### config.mk
export PLATFORM = sky130hd
export DESIGN_NAME = centered_window_average
export DESIGN_NICKNAME = d
export VERILOG_FILES = /design/src/design/cwa_pkg.sv /design/src/design/cwa_ring.sv /design/src/design/cwa_div.sv /design/src/design/centered_window_average.sv
export SDC_FILE = /design/constraint.sdc
export NUM_CORES = 2
export LEC_CHECK = 0
export BUFFER_PORTS_ARGS = -buffer_cell sky130_fd_sc_hd__buf_2
export CAP_MARGIN = 5
export CORE_AREA = 2 2 520 316
export DETAILED_ROUTE_END_ITERATION = 8
export DIE_AREA = 0 0 522 318
export PLACE_DENSITY = 0.76
export SLEW_MARGIN = 30
export SYNTH_ARGS = -nofsm -noshare
export SYNTH_HDL_FRONTEND = slang
export SYNTH_SLANG_ARGS = --single-unit
### constraint.sdc
create_clock -name clock -period 9.1 [get_ports clock]
set_input_delay 0.91 -clock clock [delete_from_list [all_inputs] [get_ports clock]]
set_output_delay 0.91 -clock clock [all_outputs]
set_load 0.05 [all_outputs]
### src/design/cwa_pkg.sv
`timescale 1ns / 1ps
// ----------------------------------------------------------------------------
// Centered window average: shared types and constants
// Field widths of the request and response beats, plus the fixed widths of
// the running sum and window counters.
// ----------------------------------------------------------------------------
package cwa_pkg;

   localparam int SAMPLE_W = 16;
   localparam int AVG_W    = 17;
   localparam int RADIUS_W = 6;
   localparam int CNT_W    = RADIUS_W + 1;
   localparam int SUM_W    = SAMPLE_W + CNT_W;

   localparam logic signed [AVG_W-1:0] NEG_ONE = '1;

   typedef struct packed {
      logic [SAMPLE_W-1:0] sample;
      logic                last_sample;
   } req_type;

   typedef struct packed {
      logic signed [AVG_W-1:0] average;
      logic                    last_result;
   } rsp_type;

endpackage

### src/design/cwa_ring.sv
`timescale 1ns / 1ps
// ----------------------------------------------------------------------------
// Centered window average: sample ring
// Simple dual-port memory, one write and one registered read per cycle.
// ----------------------------------------------------------------------------
module cwa_ring #(
   parameter int ADDR_W = 7,
   parameter int DATA_W = 16
) (
   input  logic              clock,
   input  logic              wr_en,
   input  logic [ADDR_W-1:0] wr_addr,
   input  logic [DATA_W-1:0] wr_data,
   input  logic              rd_en,
   input  logic [ADDR_W-1:0] rd_addr,
   output logic [DATA_W-1:0] rd_data
);

   localparam int DEPTH = 1 << ADDR_W;

   logic [DATA_W-1:0] mem [DEPTH];
   logic [DATA_W-1:0] rd_data_ff;

   always_ff @(posedge clock) begin
      if (wr_en) begin
         mem[wr_addr] <= wr_data;
      end
      if (rd_en) begin
         rd_data_ff <= mem[rd_addr];
      end
   end

   assign rd_data = rd_data_ff;

endmodule

### src/design/cwa_div.sv
`timescale 1ns / 1ps
// ----------------------------------------------------------------------------
// Centered window average: window sum divider
// Restoring radix-2 divider, one quotient bit per cycle, MSB first.
// ----------------------------------------------------------------------------
module cwa_div (
   input  logic                      clock,
   input  logic                      reset,
   input  logic                      start,
   input  logic [cwa_pkg::SUM_W-1:0] dividend,
   input  logic [cwa_pkg::CNT_W-1:0] divisor,
   output logic                      done,
   output logic [cwa_pkg::SUM_W-1:0] quotient
);

   import cwa_pkg::*;

   localparam int STEP_W = $clog2(SUM_W);
   localparam logic [STEP_W-1:0] LAST_STEP = STEP_W'(SUM_W - 1);

   logic              busy_ff, busy_in;
   logic              done_ff, done_in;
   logic [STEP_W-1:0] step_ff, step_in;
   logic [CNT_W-1:0]  rem_ff, rem_in;
   logic [SUM_W-1:0]  quo_ff, quo_in;
   logic [CNT_W-1:0]  div_ff, div_in;

   logic [CNT_W:0]    shifted_w;
   logic [CNT_W:0]    diff_w;
   logic              fits_w;

   // The partial remainder stays below the divisor, so it fits in CNT_W bits.
   assign shifted_w = {rem_ff, quo_ff[SUM_W-1]};
   assign diff_w    = shifted_w - {1'b0, div_ff};
   assign fits_w    = shifted_w >= {1'b0, div_ff};

   always_comb begin
      busy_in = busy_ff;
      done_in = 1'b0;
      step_in = step_ff;
      rem_in  = rem_ff;
      quo_in  = quo_ff;
      div_in  = div_ff;
      if (start) begin
         busy_in = 1'b1;
         step_in = '0;
         rem_in  = '0;
         quo_in  = dividend;
         div_in  = divisor;
      end else if (busy_ff) begin
         rem_in  = fits_w ? diff_w[CNT_W-1:0] : shifted_w[CNT_W-1:0];
         quo_in  = {quo_ff[SUM_W-2:0], fits_w};
         step_in = step_ff + 1'b1;
         if (step_ff == LAST_STEP) begin
            busy_in = 1'b0;
            done_in = 1'b1;
         end
      end
   end

   always_ff @(posedge clock) begin
      if (reset) begin
         busy_ff <= 1'b0;
         done_ff <= 1'b0;
      end else begin
         busy_ff <= busy_in;
         done_ff <= done_in;
      end
      step_ff <= step_in;
      rem_ff  <= rem_in;
      quo_ff  <= quo_in;
      div_ff  <= div_in;
   end

   assign done     = done_ff;
   assign quotient = quo_ff;

endmodule

### src/design/centered_window_average.sv
`timescale 1ns / 1ps
// ----------------------------------------------------------------------------
// Centered window average
// Streams unsigned samples and returns, per position, the truncated mean of
// the 2k+1 samples centered on it, or -1 where the window is incomplete.
//
//   Channel  Direction  Handshake        Beat contents
//   req_     in         valid / stall    sample, last_sample
//   rsp_     out        valid / stall    average, last_result
//   csr_     in         valid / ready    radius (write only)
//
// A sample that yields a full-window mean passes from accept through the ring
// read and sum update, 23 divider steps (one per sum bit), taking the quotient
// and the response load. A leading -1 goes from the sum update straight to the
// response load, and a sample with no result goes from the sum update to the
// flush state. Each trailing -1 after the last sample is loaded from the flush
// state, after any result of that sample's own. The next request is taken
// once the current one has placed all its results in the response register.
// Reset is synchronous; no clearing pass is needed since the ring is only read
// at slots written earlier in the same stream. A stalled response holds the
// sequencer until its register frees up.
// ----------------------------------------------------------------------------
module centered_window_average #(
   parameter int MAX_RADIUS  = 63,
   parameter int SAMPLE_BITS = 16
) (
   input  logic                         clock,
   input  logic                         reset,
   input  logic                         req_valid,
   output logic                         req_stall,
   input  cwa_pkg::req_type             req_data,
   output logic                         rsp_valid,
   input  logic                         rsp_stall,
   output cwa_pkg::rsp_type             rsp_data,
   input  logic                         csr_valid,
   output logic                         csr_ready,
   input  logic [cwa_pkg::RADIUS_W-1:0] csr_data
);

   import cwa_pkg::*;

   // The ring must be deeper than the widest window so that the slot being
   // written never coincides with the slot leaving the window.
   localparam int RING_AW   = $clog2(2 * MAX_RADIUS + 2);
   localparam int USED_BITS = (SAMPLE_BITS < SAMPLE_W) ? SAMPLE_BITS : SAMPLE_W;
   localparam logic [SAMPLE_W-1:0] SAMPLE_MASK = {SAMPLE_W{1'b1}} >> (SAMPLE_W - USED_BITS);
   localparam logic [RADIUS_W-1:0] MAX_K = RADIUS_W'(MAX_RADIUS);

   typedef enum logic [2:0] {
      ST_IDLE,
      ST_SUM,
      ST_DIV,
      ST_EMIT,
      ST_FLUSH
   } state_type;

   state_type               state_ff, state_in;
   logic [RADIUS_W-1:0]     radius_ff, radius_in;
   logic [RING_AW-1:0]      wp_ff, wp_in;
   logic [CNT_W-1:0]        seen_ff, seen_in;
   logic [SUM_W-1:0]        sum_ff, sum_in;
   logic [SAMPLE_W-1:0]     sample_ff, sample_in;
   logic                    last_ff, last_in;
   logic [CNT_W-1:0]        before_ff, before_in;
   logic                    full_ff, full_in;
   logic [RADIUS_W-1:0]     flush_ff, flush_in;
   logic signed [AVG_W-1:0] avg_ff, avg_in;
   logic                    rsp_valid_ff, rsp_valid_in;
   rsp_type                 rsp_ff, rsp_in;

   logic [RADIUS_W-1:0]     k_w;
   logic [CNT_W-1:0]        width_w;
   logic [CNT_W-1:0]        twok_w;
   logic                    accept_w;
   logic                    out_free_w;
   logic [SAMPLE_W-1:0]     masked_w;
   logic [SAMPLE_W-1:0]     ring_rdata;
   logic                    ring_we;
   logic                    ring_re;
   logic [RING_AW-1:0]      rd_addr_w;
   logic [SAMPLE_W-1:0]     old_w;
   logic [SUM_W-1:0]        sum_new_w;
   logic [CNT_W:0]          before_inc_w;
   logic [CNT_W-1:0]        total_w;
   logic [CNT_W-1:0]        rest_raw_w;
   logic [RADIUS_W-1:0]     rest_w;
   logic                    lead_w;
   logic                    fullwin_w;
   logic                    div_start;
   logic                    div_done;
   logic [SUM_W-1:0]        div_quotient;

   assign k_w        = (radius_ff > MAX_K) ? MAX_K : radius_ff;
   assign width_w    = {k_w, 1'b1};
   assign twok_w     = {k_w, 1'b0};
   assign accept_w   = req_valid && !req_stall;
   assign out_free_w = !rsp_valid_ff || !rsp_stall;
   assign masked_w   = req_data.sample & SAMPLE_MASK;
   assign rd_addr_w  = wp_ff - width_w[RING_AW-1:0];

   // Sum update and end-of-stream bookkeeping, evaluated in ST_SUM.
   assign old_w        = full_ff ? ring_rdata : '0;
   assign sum_new_w    = sum_ff - SUM_W'(old_w) + SUM_W'(sample_ff);
   assign before_inc_w = {1'b0, before_ff} + 1'b1;
   assign total_w      = (before_inc_w >= {1'b0, width_w}) ? width_w
                                                          : before_inc_w[CNT_W-1:0];
   assign rest_raw_w   = (total_w > {1'b0, k_w}) ? (total_w - {1'b0, k_w}) : '0;
   assign rest_w       = !last_ff ? '0
                       : (rest_raw_w > {1'b0, k_w}) ? k_w : rest_raw_w[RADIUS_W-1:0];
   assign lead_w       = before_ff < {1'b0, k_w};
   assign fullwin_w    = before_ff >= twok_w;

   cwa_ring #(
      .ADDR_W (RING_AW),
      .DATA_W (SAMPLE_W)
   ) u_ring (
      .clock   (clock),
      .wr_en   (ring_we),
      .wr_addr (wp_ff),
      .wr_data (masked_w),
      .rd_en   (ring_re),
      .rd_addr (rd_addr_w),
      .rd_data (ring_rdata)
   );

   cwa_div u_div (
      .clock    (clock),
      .reset    (reset),
      .start    (div_start),
      .dividend (sum_new_w),
      .divisor  (width_w),
      .done     (div_done),
      .quotient (div_quotient)
   );

   always_comb begin
      state_in     = state_ff;
      radius_in    = radius_ff;
      wp_in        = wp_ff;
      seen_in      = seen_ff;
      sum_in       = sum_ff;
      sample_in    = sample_ff;
      last_in      = last_ff;
      before_in    = before_ff;
      full_in      = full_ff;
      flush_in     = flush_ff;
      avg_in       = avg_ff;
      rsp_valid_in = rsp_valid_ff && rsp_stall;
      rsp_in       = rsp_ff;
      ring_we      = 1'b0;
      ring_re      = 1'b0;
      div_start    = 1'b0;

      case (state_ff)
         ST_IDLE: begin
            if (csr_valid) begin
               // A new radius starts a fresh stream.
               radius_in = csr_data;
               wp_in     = '0;
               seen_in   = '0;
               sum_in    = '0;
            end else if (accept_w) begin
               sample_in = masked_w;
               last_in   = req_data.last_sample;
               before_in = seen_ff;
               full_in   = seen_ff >= width_w;
               ring_we   = 1'b1;
               ring_re   = 1'b1;
               state_in  = ST_SUM;
            end
         end
         ST_SUM: begin
            flush_in = rest_w;
            if (last_ff) begin
               wp_in   = '0;
               seen_in = '0;
               sum_in  = '0;
            end else begin
               wp_in   = wp_ff + 1'b1;
               seen_in = total_w;
               sum_in  = sum_new_w;
            end
            if (lead_w) begin
               avg_in   = NEG_ONE;
               state_in = ST_EMIT;
            end else if (fullwin_w) begin
               div_start = 1'b1;
               state_in  = ST_DIV;
            end else begin
               state_in = ST_FLUSH;
            end
         end
         ST_DIV: begin
            if (div_done) begin
               avg_in   = {1'b0, div_quotient[SAMPLE_W-1:0]};
               state_in = ST_EMIT;
            end
         end
         ST_EMIT: begin
            if (out_free_w) begin
               rsp_valid_in       = 1'b1;
               rsp_in.average     = avg_ff;
               rsp_in.last_result = last_ff && (flush_ff == '0);
               state_in           = (flush_ff == '0) ? ST_IDLE : ST_FLUSH;
            end
         end
         ST_FLUSH: begin
            if (flush_ff == '0) begin
               state_in = ST_IDLE;
            end else if (out_free_w) begin
               rsp_valid_in       = 1'b1;
               rsp_in.average     = NEG_ONE;
               rsp_in.last_result = last_ff && (flush_ff == RADIUS_W'(1));
               flush_in           = flush_ff - 1'b1;
            end
         end
         default: begin
            state_in = ST_IDLE;
         end
      endcase
   end

   always_ff @(posedge clock) begin
      if (reset) begin
         state_ff     <= ST_IDLE;
         radius_ff    <= RADIUS_W'(1);
         wp_ff        <= '0;
         seen_ff      <= '0;
         sum_ff       <= '0;
         rsp_valid_ff <= 1'b0;
      end else begin
         state_ff     <= state_in;
         radius_ff    <= radius_in;
         wp_ff        <= wp_in;
         seen_ff      <= seen_in;
         sum_ff       <= sum_in;
         rsp_valid_ff <= rsp_valid_in;
      end
      sample_ff <= sample_in;
      last_ff   <= last_in;
      before_ff <= before_in;
      full_ff   <= full_in;
      flush_ff  <= flush_in;
      avg_ff    <= avg_in;
      rsp_ff    <= rsp_in;
   end

   assign req_stall = (state_ff != ST_IDLE) || csr_valid;
   assign csr_ready = state_ff == ST_IDLE;
   assign rsp_valid = rsp_valid_ff;
   assign rsp_data  = rsp_ff;

   a_seen_bounded: assert property (@(posedge clock) disable iff (reset)
      seen_ff <= width_w)
      else $error("sample count ran past the window width");

   a_accept_to_sum: assert property (@(posedge clock) disable iff (reset)
      accept_w |=> state_ff == ST_SUM)
      else $error("accepted beat did not move on to the sum update");

   a_div_done_in_div: assert property (@(posedge clock) disable iff (reset)
      div_done |-> state_ff == ST_DIV)
      else $error("divider finished while the sequencer was not waiting");

   a_stream_restart: assert property (@(posedge clock) disable iff (reset)
      (state_ff == ST_SUM && last_ff) |=> (seen_ff == '0 && sum_ff == '0 && wp_ff == '0))
      else $error("stream state not cleared after the last sample");

   a_flush_bounded: assert property (@(posedge clock) disable iff (reset)
      state_ff == ST_FLUSH |-> flush_ff <= k_w)
      else $error("trailing flush count exceeds the radius");

endmodule

==> key figures <==
Global routing
  • Initial antenna violation count: 7
  • Total gr overflow: 0
  • All-Layer GR Usage: 0.261
  • Vias in the first global route: 43,100
  • Largest net degree at the start of global routing: 114
  • First-pass GRT wire length: 311 mm

Logic synthesis
  • Unique cell type count in the Yosys netlist: 68
  • Top FF cell, synth: edfxtp_1
  • Yosys reg bits: 2,220
  • Post-Syn Nets: 4,295
  • Yosys warning count: 0
  • Post-synth ARST share: 0
  • Cell count after synthesis: 4,176
  • Syn Area/Cell: 21.1 um^2
  • Number of enable flip-flop cells after synthesis: 2,159
  • Seq/Total Area, Yosys: 0.749
  • Syn Std Cell Area: 0.0882 mm^2

Critical path
  • CP endpoint kind: flop
  • CP max stage cell: edfxtp_1
  • R2R setup slack: 2.53 ns
  • R2r worst-path depth: 24
  • Biggest cell delay along the critical path: 0.47 ns
  • CP bufs+invs: 1
  • CP Class: reg2reg
  • RR Endpoint: flush_ff[3]$_DFFE_PP_
  • Worst-path cell chain: and3_1, nand3_1, xnor2_1, ha_1, a21o_1, a221o_1, a21oi_1, o21a_1, o21ai_0, ha_1, nand3_1, a2111oi_0, nor3_1, a22oi_2, nand2_1, inv_1, ha_1, nand4_1, nor3b_1, or3_1, a221o_1, a21o_1, and2_4, o311ai_1
  • Critical path depth in cells: 24
  • CP top delay family: compound AO/OA/AOI/OAI gates
  • Reg-to-reg critical path startpoint: before_ff[2]$_DFFE_PP_
  • Worst Path Required: 9.66 ns
  • Worst Path Arrival: 7.13 ns
  • Maximum fanout along the worst path: 10
  • Nature of the critical path startpoint: flop
  • Most used cell, CP: ha_1

Timing
  • Final Hold Fails: 0
  • Clock skew: 0.102 ns
  • Max Fclk: 152 MHz
  • Worst hold slack: 0.338 ns
  • Finish-stage setup viols: 0
  • Period utilization: 0.722
  • Tmin final: 6.57 ns
  • Setup TNS: 0 ns
  • Max-slew headroom: 0.333
  • RSZ-0062 raised after global routing: no
  • Pins Over Slew Limit: 0
  • Slew @ Worst Pin: 1.00 ns
  • Setup slack after layout: 2.53 ns

Pwr
  • Clock power frac: 0.324
  • P_leak: 30.8 nW
  • PwrDens: 250 mW/mm^2
  • Switching Fraction: 0.273
  • Internal: 17.8 mW
  • Switch Pwr: 6.68 mW
  • Power Total: 24.4 mW
  • Register share of total power: 0.473
  • VDD IR max: 0.207 mV
  • Combinational group share of total power: 0.203

Cells and area
  • Filler instances: 10,900
  • Share of layout cells above drive strength 1: 0.262
  • Most common cell after layout, fill and taps aside: edfxtp_1
  • Area delta synth->final: 11.1%
  • Nets: 4,514
  • Commonest non-fill, non-tap cells in the layout: edfxtp_1 (2,159), mux4_2 (640), nor2_1 (207)
  • Layout Cells excl Fill: 6,712

CTS
  • Root Driver: clkbuf_16
  • Sink Count: 2,220
  • Clock Latency Late Sink: 0.84 ns
  • Hold_buf cts: 0
  • Postcts setup bufs: 0
  • Clk pin slew, worst setup/hold paths: 0.07 ns
  • Maximum buffer depth of the clock tree: 4
  • CTS tree: built
  • CTS buffer count: 193
  • H-tree levels: 4
  • # resized after CTS: 0

Hold path
  • Hold EP: last_ff$_DFFE_PP_
  • Hold path start: req_data[0]
  • Hold Path Class: in2reg
  • Worst hold stages: 1

Placed design
  • Cell count after placement: 6,364
  • RePlAce Congestion: 0.903
  • Pre-CTS setup slack: 2.68 ns
  • Hpwl dp: 123 mm
  • I/O Buffers: 48

Routing
  • First-pass iteration count of the detailed router: 8
  • Initial DRC Count: 7,200
  • Via count: 44,200
  • Final ANT Viol Nets: 0
  • Wire length per cell: 32.2 um
  • WL final: 216 mm
  • DRC violations left: 0
  • Drt via density: 6.58

Flow run
  • Maxcap violations: 0

Die
  • I/O Pins: 49
  • Site Rows: 115
  • CORE AREA: 0.162 mm^2
  • Die area: 0.166 mm^2
  • Die Y: 318 um
  • Initial Util: 0.545
  • Die Wd: 522 um

Status
  • Status: complete, no violations
[routing by layer]
metal  part of all wire  routed length [um]  GRT usage  up-vias
met5           0.000092                  20          0        -
met4              0.021                4580     0.0538        2
met3               0.15               32300     0.0951      322
met2               0.43               93100      0.360     3205
met1               0.40               86300      0.403    23000
li1                   -                   -          -    17600
[sequential cells by signal (all words and copies together) (netlist names), 6 cells and up]
signal and cells:
u_ring.mem 2048, u_ring.rd_data 16, seen_ff 7, avg_ff 17, rsp_data 18, radius_ff 6, u_div.quotient 23, flush_ff 6
sum_ff 23, u_div.rem_ff 7, u_div.div_ff 6, wp_ff 7, before_ff 7, sample_ff 16
[synthesized netlist by cell type (all sizes together), types with 16 or more instances]
library cell / n / share of area
mux2: 33 / 0.0043
mux4: 640 / 0.16
a211oi: 16 / 0.0015
nor2b: 17 / 0.0012
clkbuf: 141 / 0.0060
and2: 20 / 0.0014
nand2b: 46 / 0.0033
a21o: 21 / 0.0018
buf: 68 / 0.0030
a21oi: 52 / 0.0030
a22oi: 27 / 0.0024
nand3: 30 / 0.0017
nor2: 218 / 0.0093
inv: 109 / 0.0046
o21ai: 67 / 0.0038
xnor2: 33 / 0.0033
dfxtp: 61 / 0.014
o211ai: 19 / 0.0016
mux2i: 37 / 0.0042
fa: 18 / 0.0041
edfxtp: 2159 / 0.74
nand2: 160 / 0.0068
ha: 73 / 0.010
[cell type report]
type	count	area, um^2	area share
inverters	110	413	0.00422
clock buffers	244	5110	0.0522
repair buffers	233	1830	0.0187
well taps	2164	2710	0.0276
multi-input cells	1637	21000	0.215
clock inverters	103	807	0.00824
diodes	1	2.50	0.0000255
flip-flops and latches	2220	66100	0.674
[kinds of logic (layout without fill, tap and decap cells)]
logic type,after synthesis,count (layout),synth area share
flops,2220,2220,0.749
mux,710,710,0.172
simple gates,539,539,0.0273
buf+inv,319,690,0.0137
compound gates,247,247,0.0183
fa+ha+maj,93,93,0.0147
xor+xnor,48,48,0.00477
other cells,0,1,0
[through the flow]
step	cell area, um^2	utilization
final	97900	0.605
after global routing	97900	0.605
after CTS	97900	0.605
after detailed placement	92000	0.568
after global placement	91900	0.568
after floorplan	88200	-
[how the worst max path moves through the flow]
stage                              endpoint                    from  slack, ns
3_3_place_gp          flush_ff[3]$_DFFE_PP_  before_ff[2]$_DFFE_PP_       2.85
3_5_place_dp          flush_ff[3]$_DFFE_PP_  before_ff[2]$_DFFE_PP_       2.68
6_report              flush_ff[3]$_DFFE_PP_  before_ff[2]$_DFFE_PP_       2.53
5_1_grt               flush_ff[3]$_DFFE_PP_  before_ff[2]$_DFFE_PP_       1.94
4_1_cts               flush_ff[3]$_DFFE_PP_  before_ff[2]$_DFFE_PP_       2.57
2_1_floorplan  u_ring.mem[105][0]$_DFFE_PP_               csr_valid       3.17
[power by group through the flow]
stage          Combinational (mW)  Sequential, mW  Clock (mW)
2_1_floorplan                3.23            11.7           0
3_3_place_gp                 4.74            11.8           0
3_5_place_dp                 4.83            11.8           0
4_1_cts                      4.89            11.5        8.00
5_1_grt                      5.25            11.6        8.38
6_report                     4.97            11.6        7.92
No activity file was read; power rests on OpenSTA's default activity.
